--- src/hw/rtl/pdsd_pkg.sv ---
package pdsd_pkg;

    // stream payload widths, padded to whole bytes
    localparam int IN_W  = 56;
    localparam int OUT_W = 64;
    localparam int CFG_W = 64;
    localparam int CFG_IDX_W = 3;

    // shared multiplier operand widths
    localparam int MUL_A_W = 32;
    localparam int MUL_B_W = 24;
    localparam int PROD_W  = MUL_A_W + MUL_B_W;

    // shared divider: radix-16 restoring, small constant divisors
    localparam int DIV_W     = 48;
    localparam int DIV_DIGIT = 4;
    localparam int DIV_STEPS = DIV_W / DIV_DIGIT;
    localparam int STEP_W    = $clog2(DIV_STEPS);
    localparam int DIVISOR_W = 14;

    localparam logic [DIVISOR_W-1:0] DIVISOR_K2    = 14'd10;
    localparam logic [DIVISOR_W-1:0] DIVISOR_IMU   = 14'd100;
    localparam logic [DIVISOR_W-1:0] DIVISOR_TAN   = 14'd1000;
    localparam logic [DIVISOR_W-1:0] DIVISOR_SCALE = 14'd100;
    localparam logic [DIVISOR_W-1:0] DIVISOR_DELTA = 14'd10000;
    localparam logic [DIVISOR_W-1:0] DIVISOR_PWM   = 14'd3;

    localparam logic signed [MUL_B_W-1:0] TAN_NUM    = 24'sd175;
    localparam logic signed [14:0]        PWM_OFFSET = 15'sd1500;

    typedef enum logic [CFG_IDX_W-1:0] {
        CFG_GAINS_STRAIGHT = 3'd0,
        CFG_GAINS_LEFT     = 3'd1,
        CFG_GAINS_NORMAL   = 3'd2,
        CFG_ACKERMANN      = 3'd3,
        CFG_SPEED          = 3'd4,
        CFG_ANGLE_CENTER   = 3'd5,
        CFG_ANGLE_MIN      = 3'd6,
        CFG_ANGLE_MAX      = 3'd7
    } cfg_idx_t;

    typedef enum logic [4:0] {
        ST_IDLE,
        ST_MKP,
        ST_MKD,
        ST_MEE,
        ST_MK2,
        ST_D10,
        ST_W10,
        ST_D100,
        ST_W100,
        ST_ANG,
        ST_MTAN,
        ST_DTAN,
        ST_WTAN,
        ST_MSC,
        ST_DSC,
        ST_WSC,
        ST_MDL,
        ST_DDL,
        ST_WDL,
        ST_DPWM,
        ST_WPWM,
        ST_FIN
    } state_t;

    typedef struct packed {
        logic                        start;
        logic signed [DIV_W-1:0]     dividend;
        logic [DIVISOR_W-1:0]        divisor;
    } div_req_t;

    typedef struct packed {
        logic                        done;
        logic signed [DIV_W-1:0]     quotient;
    } div_rsp_t;

endpackage

--- src/hw/rtl/pdsd_mul.sv ---
module pdsd_mul import pdsd_pkg::*; (
    input  logic                       aclk,
    input  logic signed [MUL_A_W-1:0]  op_a,
    input  logic signed [MUL_B_W-1:0]  op_b,
    output logic signed [PROD_W-1:0]   prod
);

    logic signed [PROD_W-1:0] prod_reg;

    // registered signed product, one result per cycle
    always_ff @(posedge aclk) begin
        prod_reg <= PROD_W'(op_a) * PROD_W'(op_b);
    end

    assign prod = prod_reg;

endmodule

--- src/hw/rtl/pdsd_div.sv ---
module pdsd_div import pdsd_pkg::*; (
    input  logic      aclk,
    input  logic      aresetn,
    input  div_req_t  req,
    output div_rsp_t  rsp
);

    logic                  busy_reg;
    logic                  done_reg;
    logic                  neg_reg;
    logic [STEP_W-1:0]     cnt_reg;
    logic [DIV_W-1:0]      qm_reg;
    logic [DIV_W-1:0]      qm_next;
    logic [DIVISOR_W-1:0]  rem_reg;
    logic [DIVISOR_W-1:0]  rem_next;
    logic [DIVISOR_W-1:0]  divisor_reg;
    logic [DIV_W-1:0]      mag;

    // magnitude of the dividend, quotient truncates toward zero
    assign mag = req.dividend[DIV_W-1] ? DIV_W'(-req.dividend) : DIV_W'(req.dividend);

    // four restoring steps per cycle, quotient bits shift in behind the dividend
    always_comb begin
        logic [DIVISOR_W:0]   r;
        logic [DIV_DIGIT-1:0] qd;
        r  = {1'b0, rem_reg};
        qd = '0;
        for (int i = 0; i < DIV_DIGIT; i++) begin
            r = {r[DIVISOR_W-1:0], qm_reg[DIV_W-1-i]};
            if (r >= {1'b0, divisor_reg}) begin
                r = r - {1'b0, divisor_reg};
                qd[DIV_DIGIT-1-i] = 1'b1;
            end
        end
        rem_next = r[DIVISOR_W-1:0];
        qm_next  = {qm_reg[DIV_W-DIV_DIGIT-1:0], qd};
    end

    // control
    always_ff @(posedge aclk) begin
        if (!aresetn) begin
            busy_reg <= 1'b0;
            done_reg <= 1'b0;
            cnt_reg  <= '0;
        end else begin
            done_reg <= 1'b0;
            if (req.start) begin
                busy_reg <= 1'b1;
                cnt_reg  <= '0;
            end else if (busy_reg) begin
                cnt_reg <= cnt_reg + 1'b1;
                if (cnt_reg == STEP_W'(DIV_STEPS - 1)) begin
                    busy_reg <= 1'b0;
                    done_reg <= 1'b1;
                end
            end
        end
    end

    // datapath
    always_ff @(posedge aclk) begin
        if (req.start) begin
            neg_reg     <= req.dividend[DIV_W-1];
            qm_reg      <= mag;
            rem_reg     <= '0;
            divisor_reg <= req.divisor;
        end else if (busy_reg) begin
            qm_reg  <= qm_next;
            rem_reg <= rem_next;
        end
    end

    assign rsp.done     = done_reg;
    assign rsp.quotient = neg_reg ? -$signed(qm_reg) : $signed(qm_reg);

endmodule

--- src/hw/rtl/steering_pd_with_differential_speed_top.sv ---
// a frame is accepted only in idle, and the next one only after its result is loaded
// into the output register; each frame runs six divisions on the shared radix-16
//   divider and its multiplies on the shared multiplier, one after another
// skipped frames (not ready or repeated sequence) are taken in idle and give no result
// reset: synchronous active-low aresetn clears control, state and configuration registers to defaults
module steering_pd_with_differential_speed_top import pdsd_pkg::*; (
    input  logic                  aclk,
    input  logic                  aresetn,
    input  logic                  s_tvalid,
    output logic                  s_tready,
    // lateral_error[15:0], yaw_rate[31:16], frame_ready[32], frame_seq[48:33],
    // on_straight[49], in_ring[50], on_ramp[51], stop_request[52]
    input  logic [IN_W-1:0]       s_tdata,
    output logic                  m_tvalid,
    input  logic                  m_tready,
    // steer_angle[15:0], pwm_duty[30:16], left_speed[46:31], right_speed[62:47]
    output logic [OUT_W-1:0]      m_tdata,
    input  logic                  cfg_valid,
    output logic                  cfg_ready,
    input  logic [CFG_IDX_W-1:0]  cfg_index,
    input  logic [CFG_W-1:0]      cfg_data
);

    // input fields
    logic signed [15:0] in_err;
    logic signed [15:0] in_yaw;
    logic               in_frame_ready;
    logic [15:0]        in_seq;
    logic               in_straight;
    logic               in_ring;
    logic               in_ramp;
    logic               in_stop;

    assign in_err         = s_tdata[15:0];
    assign in_yaw         = s_tdata[31:16];
    assign in_frame_ready = s_tdata[32];
    assign in_seq         = s_tdata[48:33];
    assign in_straight    = s_tdata[49];
    assign in_ring        = s_tdata[50];
    assign in_ramp        = s_tdata[51];
    assign in_stop        = s_tdata[52];

    // configuration registers
    logic [63:0]        gains_straight_reg;
    logic [63:0]        gains_left_reg;
    logic [63:0]        gains_normal_reg;
    logic [47:0]        ackermann_reg;
    logic [63:0]        speed_set_reg;
    logic signed [15:0] angle_center_reg;
    logic signed [15:0] angle_min_reg;
    logic signed [15:0] angle_max_reg;

    assign cfg_ready = 1'b1;

    always_ff @(posedge aclk) begin
        if (!aresetn) begin
            gains_straight_reg <= '0;
            gains_left_reg     <= '0;
            gains_normal_reg   <= '0;
            ackermann_reg      <= '0;
            speed_set_reg      <= '0;
            angle_center_reg   <= '0;
            angle_min_reg      <= 16'sh8000;
            angle_max_reg      <= 16'sh7fff;
        end else if (cfg_valid && cfg_ready) begin
            unique case (cfg_idx_t'(cfg_index))
                CFG_GAINS_STRAIGHT: gains_straight_reg <= cfg_data;
                CFG_GAINS_LEFT:     gains_left_reg     <= cfg_data;
                CFG_GAINS_NORMAL:   gains_normal_reg   <= cfg_data;
                CFG_ACKERMANN:      ackermann_reg      <= cfg_data[47:0];
                CFG_SPEED:          speed_set_reg      <= cfg_data;
                CFG_ANGLE_CENTER:   angle_center_reg   <= cfg_data[15:0];
                CFG_ANGLE_MIN:      angle_min_reg      <= cfg_data[15:0];
                CFG_ANGLE_MAX:      angle_max_reg      <= cfg_data[15:0];
                default: ;
            endcase
        end
    end

    // sequencer and working registers
    state_t             state_reg;
    state_t             state_next;
    logic signed [15:0] prev_err_reg;
    logic [15:0]        prev_seq_reg;
    logic signed [15:0] e_reg;
    logic signed [15:0] d_reg;
    logic signed [15:0] gyro_reg;
    logic [63:0]        gains_reg;
    logic signed [15:0] ack_reg;
    logic signed [15:0] speed_reg;
    logic signed [15:0] acc_reg;
    logic signed [15:0] angle_reg;
    logic signed [15:0] tan_reg;
    logic signed [23:0] scale_reg;
    logic signed [15:0] delta_reg;
    logic signed [14:0] pwm_reg;
    logic [OUT_W-1:0]   m_tdata_reg;
    logic               m_tvalid_reg;

    logic               accept;
    logic               frame_ok;
    logic               out_load;
    logic               straight_set;
    logic [63:0]        gains_sel;
    logic signed [15:0] ack_sel;
    logic signed [15:0] speed_sel;

    // shared units
    logic signed [MUL_A_W-1:0] mul_a;
    logic signed [MUL_B_W-1:0] mul_b;
    logic signed [PROD_W-1:0]  prod;
    div_req_t                  div_req;
    div_rsp_t                  div_rsp;

    pdsd_mul u_mul (
        .aclk (aclk),
        .op_a (mul_a),
        .op_b (mul_b),
        .prod (prod)
    );

    pdsd_div u_div (
        .aclk    (aclk),
        .aresetn (aresetn),
        .req     (div_req),
        .rsp     (div_rsp)
    );

    // gain fields of the selected set
    logic signed [15:0] g_kp;
    logic signed [15:0] g_kd;
    logic signed [15:0] g_k2;
    logic signed [15:0] g_imu;

    assign g_kp  = gains_reg[15:0];
    assign g_kd  = gains_reg[31:16];
    assign g_k2  = gains_reg[47:32];
    assign g_imu = gains_reg[63:48];

    // frame filter and set selection
    assign accept       = s_tvalid && s_tready;
    assign frame_ok     = in_frame_ready && (in_seq != prev_seq_reg);
    assign straight_set = in_straight && !in_ring && !in_ramp;

    always_comb begin
        if (straight_set) begin
            gains_sel = gains_straight_reg;
            ack_sel   = ackermann_reg[15:0];
        end else if (in_err[15]) begin
            gains_sel = gains_left_reg;
            ack_sel   = ackermann_reg[31:16];
        end else begin
            gains_sel = gains_normal_reg;
            ack_sel   = ackermann_reg[47:32];
        end
    end

    // base speed priority
    always_comb begin
        if (in_stop)          speed_sel = '0;
        else if (in_ramp)     speed_sel = speed_set_reg[15:0];
        else if (in_ring)     speed_sel = speed_set_reg[31:16];
        else if (in_straight) speed_sel = speed_set_reg[47:32];
        else                  speed_sel = speed_set_reg[63:48];
    end

    // angle from control, clamped
    logic signed [15:0] raw_angle;
    logic signed [15:0] clamped_angle;
    logic signed [15:0] steer;

    assign raw_angle = angle_center_reg - acc_reg;
    assign steer     = angle_center_reg - angle_reg;

    always_comb begin
        if (raw_angle < angle_min_reg)      clamped_angle = angle_min_reg;
        else if (raw_angle > angle_max_reg) clamped_angle = angle_max_reg;
        else                                clamped_angle = raw_angle;
    end

    // wheel split
    logic signed [15:0] left_speed;
    logic signed [15:0] right_speed;

    always_comb begin
        if (delta_reg <= 16'sd0) begin
            left_speed  = speed_reg + delta_reg;
            right_speed = speed_reg;
        end else begin
            left_speed  = speed_reg;
            right_speed = speed_reg - delta_reg;
        end
    end

    // next state
    always_comb begin
        state_next = state_reg;
        unique case (state_reg)
            ST_IDLE: if (accept && frame_ok) state_next = ST_MKP;
            ST_MKP:  state_next = ST_MKD;
            ST_MKD:  state_next = ST_MEE;
            ST_MEE:  state_next = ST_MK2;
            ST_MK2:  state_next = ST_D10;
            ST_D10:  state_next = ST_W10;
            ST_W10:  if (div_rsp.done) state_next = ST_D100;
            ST_D100: state_next = ST_W100;
            ST_W100: if (div_rsp.done) state_next = ST_ANG;
            ST_ANG:  state_next = ST_MTAN;
            ST_MTAN: state_next = ST_DTAN;
            ST_DTAN: state_next = ST_WTAN;
            ST_WTAN: if (div_rsp.done) state_next = ST_MSC;
            ST_MSC:  state_next = ST_DSC;
            ST_DSC:  state_next = ST_WSC;
            ST_WSC:  if (div_rsp.done) state_next = ST_MDL;
            ST_MDL:  state_next = ST_DDL;
            ST_DDL:  state_next = ST_WDL;
            ST_WDL:  if (div_rsp.done) state_next = ST_DPWM;
            ST_DPWM: state_next = ST_WPWM;
            ST_WPWM: if (div_rsp.done) state_next = ST_FIN;
            ST_FIN:  if (out_load) state_next = ST_IDLE;
            default: state_next = ST_IDLE;
        endcase
    end

    // outputs of the sequencer: unit operands and handshakes
    always_comb begin
        mul_a            = '0;
        mul_b            = '0;
        div_req.start    = 1'b0;
        div_req.dividend = prod[DIV_W-1:0];
        div_req.divisor  = DIVISOR_K2;
        s_tready         = 1'b0;
        out_load         = 1'b0;
        unique case (state_reg)
            ST_IDLE: s_tready = 1'b1;
            ST_MKP: begin
                mul_a = MUL_A_W'(g_kp);
                mul_b = MUL_B_W'(e_reg);
            end
            ST_MKD: begin
                mul_a = MUL_A_W'(g_kd);
                mul_b = MUL_B_W'(d_reg);
            end
            ST_MEE: begin
                mul_a = MUL_A_W'(e_reg);
                mul_b = MUL_B_W'(e_reg);
            end
            ST_MK2: begin
                mul_a = prod[MUL_A_W-1:0];
                mul_b = MUL_B_W'(g_k2);
            end
            ST_D10: begin
                div_req.start   = 1'b1;
                div_req.divisor = DIVISOR_K2;
            end
            ST_W10: begin
                mul_a = MUL_A_W'(g_imu);
                mul_b = MUL_B_W'(gyro_reg);
            end
            ST_D100: begin
                div_req.start   = 1'b1;
                div_req.divisor = DIVISOR_IMU;
            end
            ST_MTAN: begin
                mul_a = MUL_A_W'(steer);
                mul_b = TAN_NUM;
            end
            ST_DTAN: begin
                div_req.start   = 1'b1;
                div_req.divisor = DIVISOR_TAN;
            end
            ST_MSC: begin
                mul_a = MUL_A_W'(ack_reg);
                mul_b = MUL_B_W'(tan_reg);
            end
            ST_DSC: begin
                div_req.start   = 1'b1;
                div_req.divisor = DIVISOR_SCALE;
            end
            ST_MDL: begin
                mul_a = MUL_A_W'(speed_reg);
                mul_b = scale_reg;
            end
            ST_DDL: begin
                div_req.start   = 1'b1;
                div_req.divisor = DIVISOR_DELTA;
            end
            ST_DPWM: begin
                div_req.start    = 1'b1;
                div_req.dividend = DIV_W'(angle_reg);
                div_req.divisor  = DIVISOR_PWM;
            end
            ST_FIN: out_load = !m_tvalid_reg || m_tready;
            default: ;
        endcase
    end

    // control registers
    always_ff @(posedge aclk) begin
        if (!aresetn) begin
            state_reg    <= ST_IDLE;
            prev_err_reg <= '0;
            prev_seq_reg <= '0;
            m_tvalid_reg <= 1'b0;
        end else begin
            state_reg <= state_next;
            if (accept && frame_ok) begin
                prev_err_reg <= in_err;
                prev_seq_reg <= in_seq;
            end
            if (out_load)      m_tvalid_reg <= 1'b1;
            else if (m_tready) m_tvalid_reg <= 1'b0;
        end
    end

    // datapath registers
    always_ff @(posedge aclk) begin
        if (accept && frame_ok) begin
            e_reg     <= in_err;
            d_reg     <= in_err - prev_err_reg;
            gyro_reg  <= in_yaw;
            gains_reg <= gains_sel;
            ack_reg   <= ack_sel;
            speed_reg <= speed_sel;
        end
        case (state_reg)
            ST_MKD: acc_reg <= prod[15:0];
            ST_MEE: acc_reg <= acc_reg + prod[15:0];
            ST_W10: begin
                if (div_rsp.done) begin
                    if (e_reg[15]) acc_reg <= acc_reg - div_rsp.quotient[15:0];
                    else           acc_reg <= acc_reg + div_rsp.quotient[15:0];
                end
            end
            ST_W100: if (div_rsp.done) acc_reg <= acc_reg - div_rsp.quotient[15:0];
            ST_ANG:  angle_reg <= clamped_angle;
            ST_WTAN: if (div_rsp.done) tan_reg <= div_rsp.quotient[15:0];
            ST_WSC:  if (div_rsp.done) scale_reg <= div_rsp.quotient[23:0];
            ST_WDL:  if (div_rsp.done) delta_reg <= div_rsp.quotient[15:0];
            ST_WPWM: if (div_rsp.done) pwm_reg <= div_rsp.quotient[14:0] + PWM_OFFSET;
            default: ;
        endcase
        if (out_load) begin
            m_tdata_reg <= {1'b0, right_speed, left_speed, pwm_reg, angle_reg};
        end
    end

    assign m_tvalid = m_tvalid_reg;
    assign m_tdata  = m_tdata_reg;

endmodule

--- config.mk ---
export PLATFORM = sky130hd
export DESIGN_NAME = steering_pd_with_differential_speed_top
export DESIGN_NICKNAME = d
export VERILOG_FILES = /design/src/hw/rtl/pdsd_pkg.sv /design/src/hw/rtl/pdsd_mul.sv /design/src/hw/rtl/pdsd_div.sv /design/src/hw/rtl/steering_pd_with_differential_speed_top.sv
export SDC_FILE = /design/constraint.sdc
export NUM_CORES = 2
export LEC_CHECK = 0
export CORE_UTILIZATION = 54
export CTS_BUF_LIST = sky130_fd_sc_hd__clkbuf_16
export DETAILED_ROUTE_END_ITERATION = 10
export DONT_BUFFER_PORTS = 1
export PLACE_DENSITY = 0.7
export REMOVE_ABC_BUFFERS = 1
export SYNTH_ARGS = -nofsm -noshare
export SYNTH_HDL_FRONTEND = slang
export SYNTH_HIERARCHICAL = 1
export SYNTH_SLANG_ARGS = --single-unit
--- constraint.sdc ---
create_clock -name aclk -period 26.6 [get_ports aclk]
set_input_delay 0 -clock aclk [delete_from_list [all_inputs] [get_ports aclk]]
set_output_delay 0 -clock aclk [all_outputs]
set_load 0.01 [all_outputs]
==> summary.txt <==
Worst setup path
  – RR Startpoint: state_reg[1]
  – Type of element capturing the critical path: register
  – Worst R2R Setup Slack: between 15000 and 20000 ps
  – Family of cells with the greatest summed delay on the critical path: adder cells
  – Endpoint of the most critical register-to-register path: u_mul/prod[42]
  – Standard cell with the maximum stage delay on the critical path: sky130_fd_sc_hd__fa_1
  – Peak per-stage delay on the critical path: about 900 ps
  – Buffers & Inverters on Critical Path: 7
  – Startpoint Class: register
  – Maximum fanout along the worst path: 19
  – CP Data Arrival Time: 11900 ps
  – Critical path start-end classification: register to register
  – Endpoint required time on the critical path: between 20000 and 30000 ps
  – Reg2reg path depth: 29
  – Most frequent CP cell: sky130_fd_sc_hd__fa_1

STA
  – TNS Setup: 0 ps
  – Final Hold Vio Count: 0
  – Final worst path period share: a little over two fifths
  – Worst-margin pin slew: approximately 1300 ps
  – Worst Clk Skew: approximately 48 ps
  – Worst relative slew slack: around 14%
  – Peak Freq: between 80 and 90 MHz
  – Worst setup margin: about 15000 ps
  – Clock period minus worst slack: 11350 ps
  – Final-report max-slew violation count: 0
  – Unrepaired setup endpoints after global routing: false
  – Final setup viols: 0

Clock tree
  – TritonCTS clock tree: built
  – Number of sinks on the clock net: about 830
  – Num CTS Buffers: 91
  – Buffer depth of the longest clock path: 3
  – Maximum level of the CTS H-tree: 3
  – Quantity of gates resized following cts: 0
  – Root cell of the clock tree: sky130_fd_sc_hd__clkbuf_16
  – Post-CTS setup buffers: 0
  – Worst-Skew Late Latency: slightly below 700 ps
  – Clock input transition at the sequential cells of the worst setup and hold paths: ~60 ps

Pwr
  – Power density over the cells: about 140 nW/µm²
  – Peak supply drop: about 0.24 mV
  – Static Leak: about 32 nW

Placed design
  – Placed cell count: 8883
  – Number of buffers inserted by port buffering: 0
  – Final RePlAce weighted congestion: between 0.9 and 1
  – Detailed-placement wirelength estimate: 146000 µm
  – Worst slack after detailed placement: approximately 15000 ps

Routing
  – Vias per std cell: 5.954
  – Number of violations reported at the end of detailed-routing iteration 0: 5412
  – Number of design rule violations left after detail routing: 0
  – Initial DRT Pass Iterations: 6
  – Via total after detailed routing: approximately 55k
  – Average wire per standard cell: 22.43 µm
  – Post-detailed-routing wire length: roughly 210000 µm
  – Number of nets still failing antenna checks after routing: 0

Floorplan
  – Effective utilization at floorplan: between 50% and 60%
  – Number of top-level pins: 195
  – Row Count: 130
  – Area of the core: roughly 130000 µm²
  – DIE HEIGHT: ~360 µm
  – Die Area: between 100000 and 150000 µm²
  – Die Span X: between 300 and 400 µm

Layout
  – Post-layout net count: just under 9k
  – Fraction of final layout cells sized beyond drive strength 1: under 10%
  – Commonest cells after routing, fill and taps aside: sky130_fd_sc_hd__nand2_1 (1318), sky130_fd_sc_hd__inv_1 (931), sky130_fd_sc_hd__fa_1 (717)
  – Non-filler cells, final: between 9k and 10k
  – Most frequent standard cell in the layout excluding fill and tap cells: sky130_fd_sc_hd__nand2_1
  – Synthesis-to-layout area growth: 9.541%

Global route
  – Overall global routing resource usage: 32.06%
  – Number of antenna violations at the first check in global routing: 34
  – Wire length of the first global-routing pass: approximately 320000 µm
  – Total gr overflow: 0
  – Via count of the first global-routing pass: 55.67k
  – Largest net degree at the start of global routing: a little over 300

Worst hold path
  – Capture endpoint of the worst hold path: speed_reg[5]
  – Hold/Removal Path Class: input port to register
  – Worst hold start: s_tdata[49]
  – Hold-critical path depth: 6

Yosys
  – Average cell area after synthesis: between 9 and 10 µm²
  – Total of warnings raised by yosys: 6
  – Summed instance area of the synthesized netlist: just under 70000 µm²
  – Mapped Cells: around 7.6k

Status
  – Outcome: complete, no violations

Run
  – Max-cap violations: 0
## how the worst max path moves through the flow
stage | start | end | slack [ps] | cells past startpoint
floorplan | state_reg[2] | u_mul/prod[42] | 16040 | 25
global placement | state_reg[1] | u_mul/prod[42] | 15630 | 29
detailed placement | state_reg[1] | u_mul/prod[42] | 15470 | 29
CTS | state_reg[1] | u_mul/prod[42] | 15450 | 29
global route | state_reg[1] | u_mul/prod[42] | 14690 | 29
finish | state_reg[1] | u_mul/prod[42] | 15250 | 29
## through the flow
stage	hold slack (ps)	total power [mW]	util, %	area (µm²)
final	43.87	10.97	59.92	75740
after CTS	4.195	10.90	59.90	75710
after floorplan	71.83	7.533	-	67430
after global routing	23.83	11.90	59.92	75730
after detailed placement	98.92	9.534	55.78	70500
after global placement	98.92	9.421	55.78	70500
## layer usage
layer / wire [µm] / track usage [%]
met1: 83980 / 43.02
met2: 95590 / 51.55
met5: 173 / 0
met3: 19540 / 5.635
met4: 9033 / 12.69
## timing repair
action | 4_1_cts | 5_1_grt
hold buffers | 221 | 0
hold endpoints to repair | 538 | 0
endpoints found under the setup margin | 0 | 0
## worst reg2reg max path, delay by kind of cell, from the launching register on
kind                       cells  cell delay [ps]
AOI/OAI and AO/OA              8             2720
xor gates and xnor gates       1              160
adders and majority gates      8             4500
buffers and inverters          7             1020
DFF                            1              800
and+or+nand+nor                5             2070
## area by class of cell
cell class / count / area [µm²]
well taps: 1650 / 2064
clock buffers: 95 / 2377
clock inverters: 77 / 564.3
fillers: 10673 / 50650
multi-input cells: 5394 / 43870
inverters: 904 / 3395
repair buffers: 325 / 3060
flip-flops and latches: 831 / 20370
diodes: 12 / 30.03
## where the power goes
part | internal (mW) | switching, mW | total (mW)
combinational | 3.21 | 4.89 | 8.10
clock | 0.691 | 0.551 | 1.24
sequential | 1.51 | 0.120 | 1.63
total | 5.41 | 5.56 | 11.0
Note: power is estimated with default switching activity, not from simulation.
